`src/hdl/dlrls_pkg.sv`:
```
// ----------------------------------------------------------------------------
// dlrls_pkg: shared types and constants for DP link rate / lane selection
// Field widths, code values, bandwidth thresholds and the bits-per-pixel
// lookup used by the link rate and lane count selector.
// ----------------------------------------------------------------------------
package dlrls_pkg;

  // Field widths
  localparam int PIX_W      = 22;
  localparam int FMT_W      = 3;
  localparam int DEPTH_W    = 3;
  localparam int BW_W       = 28;
  localparam int RATE_W     = 2;
  localparam int LANE_W     = 2;
  localparam int BPP_W      = 6;
  localparam int CFG_IDX_W  = 1;
  localparam int CFG_DATA_W = 3;
  localparam int QUOT_W     = 21;

  // Color format codes; anything above FMT_RAW counts as RGB
  localparam logic [FMT_W-1:0] FMT_RGB    = 3'd0;
  localparam logic [FMT_W-1:0] FMT_YUV444 = 3'd1;
  localparam logic [FMT_W-1:0] FMT_YUV422 = 3'd2;
  localparam logic [FMT_W-1:0] FMT_YUV420 = 3'd3;
  localparam logic [FMT_W-1:0] FMT_Y_ONLY = 3'd4;
  localparam logic [FMT_W-1:0] FMT_RAW    = 3'd5;

  // Color depth codes; anything above DEPTH_16 counts as 8 bits
  localparam logic [DEPTH_W-1:0] DEPTH_6  = 3'd0;
  localparam logic [DEPTH_W-1:0] DEPTH_8  = 3'd1;
  localparam logic [DEPTH_W-1:0] DEPTH_10 = 3'd2;
  localparam logic [DEPTH_W-1:0] DEPTH_12 = 3'd3;
  localparam logic [DEPTH_W-1:0] DEPTH_14 = 3'd4;
  localparam logic [DEPTH_W-1:0] DEPTH_16 = 3'd5;

  // Link rate codes
  localparam logic [RATE_W-1:0] RATE_1G62 = 2'd0;
  localparam logic [RATE_W-1:0] RATE_2G7  = 2'd1;
  localparam logic [RATE_W-1:0] RATE_5G4  = 2'd2;
  localparam logic [RATE_W-1:0] RATE_8G1  = 2'd3;

  // Lane count codes
  localparam logic [LANE_W-1:0] LANE_X1 = 2'd0;
  localparam logic [LANE_W-1:0] LANE_X2 = 2'd1;
  localparam logic [LANE_W-1:0] LANE_X4 = 2'd2;

  // Override register codes meaning automatic choice
  localparam logic [CFG_DATA_W-1:0] FORCED_RATE_AUTO  = 3'd4;
  localparam logic [LANE_W-1:0]     FORCED_LANES_AUTO = 2'd3;

  // Register indexes
  localparam logic [CFG_IDX_W-1:0] CFG_FORCED_RATE  = 1'b0;
  localparam logic [CFG_IDX_W-1:0] CFG_FORCED_LANES = 1'b1;

  // Inclusive bandwidth limits (kbit/s) for each rate/lane choice
  localparam logic [BW_W-1:0] BW_MAX_X1_RBR  = 28'd1620000;
  localparam logic [BW_W-1:0] BW_MAX_X2_RBR  = 28'd3240000;
  localparam logic [BW_W-1:0] BW_MAX_X4_RBR  = 28'd6480000;
  localparam logic [BW_W-1:0] BW_MAX_X4_HBR  = 28'd10800000;
  localparam logic [BW_W-1:0] BW_MAX_X4_HBR2 = 28'd21600000;
  localparam logic [BW_W-1:0] BW_MAX_X4_HBR3 = 28'd32400000;

  // Downspread divisor and its reciprocal, scaled by 2^DIV_SHIFT
  localparam int              DIV_SHIFT  = 32;
  localparam int              RECIP_W    = 25;
  localparam logic [BW_W-1:0] DIV199     = 28'd199;
  localparam logic [RECIP_W-1:0] RECIP_199 = RECIP_W'((64'd1 << DIV_SHIFT) / 64'd199);

  // Bits per pixel: base bits of the format times bits per component over 8
  function automatic logic [BPP_W-1:0] bits_per_pixel(input logic [FMT_W-1:0]   fmt,
                                                      input logic [DEPTH_W-1:0] depth);
    logic [4:0] base;
    logic [4:0] bpc;
    logic [9:0] prod;
    unique case (fmt)
      FMT_RGB:    base = 5'd24;
      FMT_YUV444: base = 5'd24;
      FMT_YUV422: base = 5'd16;
      FMT_YUV420: base = 5'd12;
      FMT_Y_ONLY: base = 5'd8;
      FMT_RAW:    base = 5'd8;
      default:    base = 5'd24;
    endcase
    unique case (depth)
      DEPTH_6:  bpc = 5'd6;
      DEPTH_8:  bpc = 5'd8;
      DEPTH_10: bpc = 5'd10;
      DEPTH_12: bpc = 5'd12;
      DEPTH_14: bpc = 5'd14;
      DEPTH_16: bpc = 5'd16;
      default:  bpc = 5'd8;
    endcase
    prod = 10'(base) * 10'(bpc);
    return prod[8:3];
  endfunction

endpackage

```
`src/hdl/dp_link_rate_lane_select_top.sv`:
```
// The selector takes one video format word per clock and returns one result
// word per clock while out_ready is high. It is a seven-register pipeline:
// input register, pixel-clock multiply, 8b/10b scaling, reciprocal multiply
// for the downspread share, its correction, the FEC share, and the result
// register holding the rate/lane decision. A stalled output only holds the
// stages behind it until an empty stage is reached, so input keeps flowing
// while bubbles remain. forced_rate (index 0) and forced_lanes (index 1)
// override the automatic choice unless the bandwidth exceeds four lanes at
// 8.1G; write them only while the block is empty.
// ----------------------------------------------------------------------------
// dp_link_rate_lane_select_top: DP link rate and lane count selector
// Computes link bandwidth from pixel clock, color format and depth, and picks
// the lowest link rate, then the fewest lanes, that carry it, unless overridden.
// ----------------------------------------------------------------------------
module dp_link_rate_lane_select_top (
  input  logic                                clk,
  input  logic                                rst,
  // Configuration write port
  input  logic                                cfg_we,
  input  logic [dlrls_pkg::CFG_IDX_W-1:0]     cfg_index,
  input  logic [dlrls_pkg::CFG_DATA_W-1:0]    cfg_data,
  // Input channel
  input  logic                                in_valid,
  output logic                                in_ready,
  input  logic [dlrls_pkg::PIX_W-1:0]         pixel_freq_khz,
  input  logic [dlrls_pkg::FMT_W-1:0]         color_format,
  input  logic [dlrls_pkg::DEPTH_W-1:0]       color_depth,
  // Output channel
  output logic                                out_valid,
  input  logic                                out_ready,
  output logic [dlrls_pkg::BW_W-1:0]          total_bw,
  output logic [dlrls_pkg::RATE_W-1:0]        rate_code,
  output logic [dlrls_pkg::LANE_W-1:0]        lane_code,
  output logic                                too_high
);

  localparam int NST = 7;

  // Stage control
  logic [NST-1:0] vld;
  logic [NST-1:0] en;

  // Configuration registers
  logic [dlrls_pkg::CFG_DATA_W-1:0] forced_rate;
  logic [dlrls_pkg::LANE_W-1:0]     forced_lanes;

  // Stage registers
  logic [dlrls_pkg::PIX_W-1:0]   pix0;
  logic [dlrls_pkg::FMT_W-1:0]   fmt0;
  logic [dlrls_pkg::DEPTH_W-1:0] dep0;
  logic [dlrls_pkg::BW_W-1:0]    prod1;
  logic [dlrls_pkg::BW_W-1:0]    coded2;
  logic [dlrls_pkg::BW_W-1:0]    coded3;
  logic [dlrls_pkg::QUOT_W-1:0]  qest3;
  logic [dlrls_pkg::BW_W-1:0]    spread4;
  logic [dlrls_pkg::BW_W-1:0]    bw5;

  // Combinational values
  logic [dlrls_pkg::BPP_W-1:0]   bpp_c;
  logic [dlrls_pkg::BW_W-1:0]    prod_c;
  logic [29:0]                   x5_c;
  logic [dlrls_pkg::BW_W+dlrls_pkg::RECIP_W-1:0] recip_prod_c;
  logic [dlrls_pkg::BW_W-1:0]    qest_x199_c;
  logic [dlrls_pkg::BW_W-1:0]    rem_c;
  logic [dlrls_pkg::QUOT_W-1:0]  quot_c;
  logic [29:0]                   x3_c;
  logic [dlrls_pkg::BW_W-1:0]    bw_c;
  logic [dlrls_pkg::RATE_W-1:0]  rate_c;
  logic [dlrls_pkg::LANE_W-1:0]  lane_c;
  logic                          err_c;

  // Advance a stage when it is empty or the stage after it advances
  always_comb begin
    en[NST-1] = !vld[NST-1] || out_ready;
    for (int i = NST - 2; i >= 0; i--) begin
      en[i] = !vld[i] || en[i+1];
    end
  end

  assign in_ready  = en[0];
  assign out_valid = vld[NST-1];

  // Track which stages hold a word
  always_ff @(posedge clk) begin
    if (rst) begin
      vld <= '0;
    end else begin
      if (en[0]) begin
        vld[0] <= in_valid;
      end
      for (int i = 1; i < NST; i++) begin
        if (en[i]) begin
          vld[i] <= vld[i-1];
        end
      end
    end
  end

  // Write override registers
  always_ff @(posedge clk) begin
    if (rst) begin
      forced_rate  <= dlrls_pkg::FORCED_RATE_AUTO;
      forced_lanes <= dlrls_pkg::FORCED_LANES_AUTO;
    end else if (cfg_we) begin
      if (cfg_index == dlrls_pkg::CFG_FORCED_RATE) begin
        forced_rate <= cfg_data;
      end else begin
        forced_lanes <= cfg_data[dlrls_pkg::LANE_W-1:0];
      end
    end
  end

  // Capture the input word
  always_ff @(posedge clk) begin
    if (en[0]) begin
      pix0 <= pixel_freq_khz;
      fmt0 <= color_format;
      dep0 <= color_depth;
    end
  end

  // Multiply pixel clock by bits per pixel
  assign bpp_c  = dlrls_pkg::bits_per_pixel(fmt0, dep0);
  assign prod_c = dlrls_pkg::BW_W'(pix0) * dlrls_pkg::BW_W'(bpp_c);

  always_ff @(posedge clk) begin
    if (en[1]) begin
      prod1 <= prod_c;
    end
  end

  // Apply the 8b/10b factor: times 10 over 8 equals times 5 over 4
  assign x5_c = {prod1, 2'b00} + 30'(prod1);

  always_ff @(posedge clk) begin
    if (en[2]) begin
      coded2 <= x5_c[29:2];
    end
  end

  // Estimate the downspread share by reciprocal multiply
  assign recip_prod_c = (dlrls_pkg::BW_W + dlrls_pkg::RECIP_W)'(coded2)
                      * (dlrls_pkg::BW_W + dlrls_pkg::RECIP_W)'(dlrls_pkg::RECIP_199);

  always_ff @(posedge clk) begin
    if (en[3]) begin
      coded3 <= coded2;
      qest3  <= recip_prod_c[dlrls_pkg::DIV_SHIFT +: dlrls_pkg::QUOT_W];
    end
  end

  // Correct the estimate (at most one short) and add the share
  assign qest_x199_c = dlrls_pkg::BW_W'(qest3) * dlrls_pkg::DIV199;
  assign rem_c       = coded3 - qest_x199_c;
  assign quot_c      = qest3 + dlrls_pkg::QUOT_W'(rem_c >= dlrls_pkg::DIV199);

  always_ff @(posedge clk) begin
    if (en[4]) begin
      spread4 <= coded3 + dlrls_pkg::BW_W'(quot_c);
    end
  end

  // Add the FEC share: times 3 over 256
  assign x3_c = {spread4, 1'b0} + 30'(spread4);
  assign bw_c = spread4 + dlrls_pkg::BW_W'(x3_c[29:8]);

  always_ff @(posedge clk) begin
    if (en[5]) begin
      bw5 <= bw_c;
    end
  end

  // Pick the lowest rate, then fewest lanes; apply overrides unless too high
  always_comb begin
    rate_c = dlrls_pkg::RATE_1G62;
    lane_c = dlrls_pkg::LANE_X1;
    err_c  = 1'b0;
    priority if (bw5 <= dlrls_pkg::BW_MAX_X1_RBR) begin
      rate_c = dlrls_pkg::RATE_1G62;
      lane_c = dlrls_pkg::LANE_X1;
    end else if (bw5 <= dlrls_pkg::BW_MAX_X2_RBR) begin
      rate_c = dlrls_pkg::RATE_1G62;
      lane_c = dlrls_pkg::LANE_X2;
    end else if (bw5 <= dlrls_pkg::BW_MAX_X4_RBR) begin
      rate_c = dlrls_pkg::RATE_1G62;
      lane_c = dlrls_pkg::LANE_X4;
    end else if (bw5 <= dlrls_pkg::BW_MAX_X4_HBR) begin
      rate_c = dlrls_pkg::RATE_2G7;
      lane_c = dlrls_pkg::LANE_X4;
    end else if (bw5 <= dlrls_pkg::BW_MAX_X4_HBR2) begin
      rate_c = dlrls_pkg::RATE_5G4;
      lane_c = dlrls_pkg::LANE_X4;
    end else if (bw5 <= dlrls_pkg::BW_MAX_X4_HBR3) begin
      rate_c = dlrls_pkg::RATE_8G1;
      lane_c = dlrls_pkg::LANE_X4;
    end else begin
      err_c = 1'b1;
    end
    if (!err_c) begin
      if (forced_rate < dlrls_pkg::FORCED_RATE_AUTO) begin
        rate_c = forced_rate[dlrls_pkg::RATE_W-1:0];
      end
      if (forced_lanes < dlrls_pkg::FORCED_LANES_AUTO) begin
        lane_c = forced_lanes;
      end
    end
  end

  // Hold the result word until taken
  always_ff @(posedge clk) begin
    if (en[6]) begin
      total_bw  <= bw5;
      rate_code <= rate_c;
      lane_code <= lane_c;
      too_high  <= err_c;
    end
  end

  // Reciprocal estimate of bw/199 is never more than one short
  a_recip_close: assert property (@(posedge clk) disable iff (rst)
    vld[3] |-> rem_c < (dlrls_pkg::DIV199 << 1))
    else $error("downspread quotient estimate off by more than one");

  // Error result carries zero codes and an out-of-range bandwidth
  a_err_codes: assert property (@(posedge clk) disable iff (rst)
    out_valid && too_high |-> rate_code == dlrls_pkg::RATE_1G62
      && lane_code == dlrls_pkg::LANE_X1 && total_bw > dlrls_pkg::BW_MAX_X4_HBR3)
    else $error("too_high result with nonzero codes or in-range bandwidth");

  // Automatic choice uses four lanes before raising the rate
  a_auto_lanes: assert property (@(posedge clk) disable iff (rst)
    out_valid && !too_high && forced_rate >= dlrls_pkg::FORCED_RATE_AUTO
      && forced_lanes == dlrls_pkg::FORCED_LANES_AUTO
      && rate_code != dlrls_pkg::RATE_1G62 |-> lane_code == dlrls_pkg::LANE_X4)
    else $error("automatic rate raised before using four lanes");

  // Automatic lowest rate only when bandwidth fits four lanes at 1.62G
  a_auto_rate: assert property (@(posedge clk) disable iff (rst)
    out_valid && !too_high && forced_rate >= dlrls_pkg::FORCED_RATE_AUTO
      && rate_code == dlrls_pkg::RATE_1G62 |-> total_bw <= dlrls_pkg::BW_MAX_X4_RBR)
    else $error("automatic rate too low for bandwidth");

endmodule

```
`config.mk`:
```
export PLATFORM = sky130hd
export DESIGN_NAME = dp_link_rate_lane_select_top
export DESIGN_NICKNAME = d
export VERILOG_FILES = /design/src/hdl/dlrls_pkg.sv /design/src/hdl/dp_link_rate_lane_select_top.sv
export SDC_FILE = /design/constraint.sdc
export NUM_CORES = 2
export LEC_CHECK = 0
export BUFFER_PORTS_ARGS = -buffer_cell sky130_fd_sc_hd__buf_2
export CORE_MARGIN = 1
export CORE_UTILIZATION = 59
export DETAILED_ROUTE_END_ITERATION = 6
export PLACE_DENSITY = 0.85
export SYNTH_ARGS = -nofsm -noshare
export SYNTH_HDL_FRONTEND = slang
export SYNTH_SLANG_ARGS = --single-unit
```
`constraint.sdc`:
```
create_clock -name clk -period 16.4 [get_ports clk]
set_clock_uncertainty 0.05 [all_clocks]
set_input_delay 3.28 -clock clk [delete_from_list [all_inputs] [get_ports clk]]
set_output_delay 3.28 -clock clk [all_outputs]
set_load 0.01 [all_outputs]
```
# Word-level counts from Yosys, hierarchy flattened
# Index checks and enable logic that the tools add are counted.
dict set report op_classes {
  add_sub_neg 6
  multipliers 4
  magnitude_cmp 9
  eq_ne 8
  n_mux 24
  n_bitwise 1
  reduce_logical 18
}
# cell count
set op_table {}
lappend op_table {{$le 28x25->1 const B} 2}
lappend op_table {{$mul 28x24->52 const B} 1}
lappend op_table {{$mux 2} 16}
lappend op_table {{$add 29x28->30} 1}
lappend op_table {{$add 30x28->30} 1}
lappend op_table {{$add 28x21->28} 1}
lappend op_table {{$add 28x22->28} 1}
lappend op_table {{$ge 28x8->1 const B} 1}
lappend op_table {{$le 28x21->1 const B} 1}
lappend op_table {{$le 28x22->1 const B} 1}
lappend op_table {{$le 28x23->1 const B} 1}
lappend op_table {{$le 28x24->1 const B} 1}
lappend op_table {{$mul 21x8->28 const B} 1}
lappend op_table {{$mul 22x6->28} 1}
lappend op_table {{$sub 28x28->28} 1}
lappend op_table {{$pmux 5 s5} 1}
lappend op_table {{$add 21x1->21} 1}
lappend op_table {{$pmux 5 s3} 1}
lappend op_table {{$eq 3x2->1 const B} 4}
lappend op_table {{$eq 3x3->1 const B} 4}
lappend op_table {{$mul 5x5->9} 1}
lappend op_table {{$logic_not 1->1} 7}
lappend op_table {{$logic_or 1x1->1} 7}
lappend op_table {{$mux 1} 6}
lappend op_table {{other kinds (6)} 7}
dict set report totals {
  ff_bits 234
  input_bits 37
}

# Logic depth before layout (Yosys ltp)
dict set report logic_depth {
  word_depth 9
  mapped_depth 36
  mapped_depth_nobuf 35
}

# Worst setup path before layout
# Ideal clock, no wire load.
dict set report synth_path {
  kind {input to output}
  startpoint {input port out_ready}
  endpoint {output port in_ready}
  t_arrival_ns 4.901
  t_required_ns 13.070
  setup_slack_ns 8.169
  cell_stages 5
  path_cell_list {nor2b_1 -> and2_1 -> and3_1 -> clkbuf_1 -> nand4_1}
}
dict set report synth_via {
  elab_chain_cells 7
}
# element line_no
set synth_rtl {}
lappend synth_rtl {{start, declared} dp_link_rate_lane_select_top.sv:30} ;# input logic out_ready,
lappend synth_rtl {{$logic_or 1x1->1} dp_link_rate_lane_select_top.sv:74} ;# en[NST-1] = !vld[NST-1] || out_ready;
lappend synth_rtl {{$logic_or 1x1->1 (6 in a row)} dp_link_rate_lane_select_top.sv:76} ;# en[i] = !vld[i] || en[i+1];
lappend synth_rtl {{end, declared} dp_link_rate_lane_select_top.sv:24} ;# output logic in_ready,
# No other way between the ends.

# Worst setup path in the final report
dict set report layout_path {
  startpoint {register qest3[11] (netlist name)}
  endpoint {register spread4[23] (netlist name) (data pin)}
}
dict set report layout_via {
  elab_chain_cells 5
}
# element line_no
set layout_rtl {}
lappend layout_rtl {{start, declared} dp_link_rate_lane_select_top.sv:54} ;# logic [dlrls_pkg::QUOT_W-1:0] qest3;
lappend layout_rtl {{start signal, assigned} dp_link_rate_lane_select_top.sv:148} ;# qest3 <= recip_prod_c[dlrls_pkg::DIV_SHIFT +: dlrls_pkg::QUOT_W];
lappend layout_rtl {{$mul 21x8->28} dp_link_rate_lane_select_top.sv:153} ;# assign qest_x199_c = dlrls_pkg::BW_W'(qest3) * dlrls_pkg::DIV199;
lappend layout_rtl {{$sub 28x28->28} dp_link_rate_lane_select_top.sv:154} ;# assign rem_c = coded3 - qest_x199_c;
lappend layout_rtl {{$ge 28x8->1} dp_link_rate_lane_select_top.sv:155} ;# assign quot_c = qest3 + dlrls_pkg::QUOT_W'(rem_c >= dlrls_pkg::DIV199);
lappend layout_rtl {{$add 21x1->21 *} dp_link_rate_lane_select_top.sv:155}
lappend layout_rtl {{$add 28x21->28 *} dp_link_rate_lane_select_top.sv:159} ;# spread4 <= coded3 + dlrls_pkg::BW_W'(quot_c);
lappend layout_rtl {{end signal, assigned} dp_link_rate_lane_select_top.sv:159}
lappend layout_rtl {{end, declared} dp_link_rate_lane_select_top.sv:55} ;# logic [dlrls_pkg::BW_W-1:0] spread4;
# Every way passes the cells marked *; elsewhere a longest branch is shown, timed or not.
# A chain may end at the register's enable or synchronous reset.

==> key figures <==
Cells and area
  – Diodes inserted: 0
  – Area growth, synth to finish: 6.397%
  – Number of nets in the final layout: 4,153
  – Total of fill cells in the finished design: between 3,000 and 4,000
  – Most common library cell in the layout ignoring fill and taps: sky130_fd_sc_hd__inv_1
  – Most used cells in the layout excluding fill and tap cells: sky130_fd_sc_hd__inv_1, sky130_fd_sc_hd__ha_1, sky130_fd_sc_hd__fa_1
  – Proportion of layout cells with a drive suffix above 1: around 4.2%

Critical path
  – Maximum single-stage delay on the critical path: 610 ps
  – Dominant delay contributor by cell family on the critical path: compound AO/OA/AOI/OAI gates
  – Maximum fanout encountered on the critical timing path: 9
  – Number of buffer and inverter instances along the worst setup path: 4
  – Slowest CP cell: sky130_fd_sc_hd__edfxtp_1
  – Worst endpoint data arrival time: 9620 ps
  – Cell mode on critical path: sky130_fd_sc_hd__ha_1
  – Worst endpoint required time: 16,640 ps
  – Setup crit end kind: flip-flop
  – Element type at the critical path start: flip-flop
  – Path type of the worst setup path: flip-flop to flip-flop

Yosys
  – Most area-hungry cell type in the Yosys netlist: sky130_fd_sc_hd__fa_1
  – Number of enable-type register cells in the synthesized netlist: 222
  – Synthesized area divided by synthesized cell count: 10.18 µm²
  – Cells after Synth: about 3,100
  – Warnings from Yosys: 0
  – Most used DFF post-synth: sky130_fd_sc_hd__edfxtp_1
  – Async SR Flop Fraction: 0%
  – Area contributors post-synth: sky130_fd_sc_hd__fa_1, sky130_fd_sc_hd__edfxtp_1, sky130_fd_sc_hd__ha_1
  – Synth top area share: 25.16%
  – FF+latch count, synth: 234
  – Synthesized area: 31,670 µm²
  – Netlist cell types: 74
  – Synthesized netlist net count: 4,071
  – Sequential cell area fraction in the yosys report: 21.81%

Floorplanning
  – Die area: roughly 55,000 µm²
  – Number of rows in the core area: 84
  – Core footprint: 52,760 µm²
  – Top-level port count: 72
  – Die Width: 233.7 µm
  – Initial Util: 60.02%
  – Die extent in y: 233.7 µm

Route
  – Count of vias placed by the detailed router: between 20,000 and 25,000
  – Antenna-violating nets left: 0
  – Total detailed-routing wirelength: 69,510 µm
  – Routed length per placed instance: 17.82 µm
  – Initial drt markers: ~1,700
  – Final routed DRC violation total: 6
  – Drt via density: 5.710
  – Count of TritonRoute iterations in the first routing pass: 7

Run status
  – Status: finished, violations left
  – Violated checks: design-rule violations

Timing
  – Final worst hold slack: a little under 400 ps
  – Relative slew slack: 17.92%
  – Post-layout minimum cycle time: approximately 9400 ps
  – Setup repair after global routing missed its margin: false
  – Maximum frequency from static timing analysis: 106.6 MHz
  – Final setup vio count: 0
  – Setup TNS: 0 ps
  – Share of the clock period used by the worst path after layout: 57.20%
  – Final-report max-slew violation count: 0
  – Count of endpoints failing hold in the final timing report: 0
  – Pin slew with the least headroom to its limit: 1230 ps

Clock tree
  – CTS tree: built
  – Maximum count of clock buffers along a single path: 3
  – TritonCTS sink count: 234
  – Post_cts resized: 0
  – H-tree depth: 1
  – Postcts setup bufs: 0
  – Number of buffers inserted for hold repair after clock tree synthesis: 0
  – Worst-Skew Late Latency: 570 ps
  – Root buffer cell: sky130_fd_sc_hd__clkbuf_16
  – Clock transition time at the flip-flop clock pins of the worst setup and hold paths: 60 ps
  – Number of buffers added by the clock tree synthesis step: 26

Place
  – Weighted congestion reported at the end of routability-driven placement: 0.9392
  – Input/output buffers: 71
  – Detailed Place HPWL: 57,240 µm

Global routing
  – Met3 Track Usage GR: 3.760%
  – Met1 demand-to-capacity share in global routing: 34.17%
  – Global routing met2 resource utilization: 45.81%
  – Residual overflow from global routing: 0
  – Number of global-route vias before repair: 23,252
  – Initial antenna violation count: 2
  – Overall Global Routing Usage: 26.47%
  – First-pass GRT wire length: 114,700 µm
  – Busiest grt layer: met2
  – Largest net degree at the start of global routing: 50

Run
  – Count of maximum capacitance violations: 0

Worst hold path
  – Worst hold path class: flip-flop to flip-flop
==> final cells by class <==
class                   instances  area, µm²  share of cell area, %
multi-input cells            2168      22100                  65.58
flip-flops and latches        234       6907                  20.50
inverters                     686       2575                  7.643
well taps                     688      860.8                  2.555
clock buffers                  37      711.9                  2.113
repair buffers                 77      400.4                  1.188
clock inverters                11      140.1                 0.4159
==> worst reg2reg max path: cells and delay by family (launching register included) <==
family                     cells  cell delay (ps)
AOI/OAI and AO/OA             14             3370
xor gates and xnor gates       2              340
adders and majority gates      8             3150
buffers and inverters          4              300
DFF                            1              610
and+or+nand+nor                7             1250
==> metal layers <==
layer | part of all wire [%] | up-vias
met5 | 0.019 | -
met4 | 3.4 | 2
met3 | 6.3 | 183
met2 | 49 | 817
met1 | 41 | 10802
li1 | - | 10469
==> metrics by stage <==
| stage | util [%] | cell area, µm² | std cells | setup WS [ps] |
|---|---|---|---|---|
| after detailed placement | 62.24 | 32840 | 3853 | 7251 |
| after global routing | 63.86 | 33690 | 3901 | 6483 |
| after CTS | 63.86 | 33690 | 3901 | 7137 |
| after floorplan | - | 31670 | 3111 | 8169 |
| after global placement | 62.24 | 32840 | 3853 | 7475 |
| final | 63.86 | 33690 | 3901 | 7020 |
==> cells in the mapped netlist (all sizes together) (44+ instances only) <==
cell	count
inv	686
a21oi	138
fa	398
a21o	64
xnor2	129
nand2b	54
o21ai	93
nand2	180
nand3	44
ha	525
edfxtp	222
nor2	129
==> state kept, by name, summed over array words and instances, names as in the netlist <==
| register | cells |
|---|---|
| rate_code | 2 |
| prod1 | 28 |
| qest3 | 21 |
| forced_lanes | 2 |
| coded3 | 28 |
| dep0 | 3 |
| too_high | 1 |
| vld | 7 |
| total_bw | 28 |
| pix0 | 22 |
| lane_code | 2 |
| bw5 | 28 |
| forced_rate | 3 |
| spread4 | 28 |
| fmt0 | 3 |
| coded2 | 28 |
==> kinds of logic after synthesis <==
logic type,share of synthesized area (%)
AOI/OAI and AO/OA,9.815
xor gates and xnor gates,4.702
adders and majority gates,45.91
buffers and inverters,8.408
DFF,21.81
muxes,0.1620
and+or+nand+nor,9.195
==> worst paths after layout <==
kind                                          start  cells past startpoint               endpoint  slack, ps
worst max-delay path            qest3[11]$_DFFE_PP_                     35  spread4[23]$_DFFE_PP_       7020
worst min-delay path               bw5[2]$_DFFE_PP_                      0  total_bw[2]$_DFFE_PP_        390
worst max register to register  qest3[11]$_DFFE_PP_                     35  spread4[23]$_DFFE_PP_       7020
worst min register to register     bw5[2]$_DFFE_PP_                      0  total_bw[2]$_DFFE_PP_        390
Power is not shown: default switching activity piles up to over one toggle a cycle in this logic, so the estimate is an artifact.
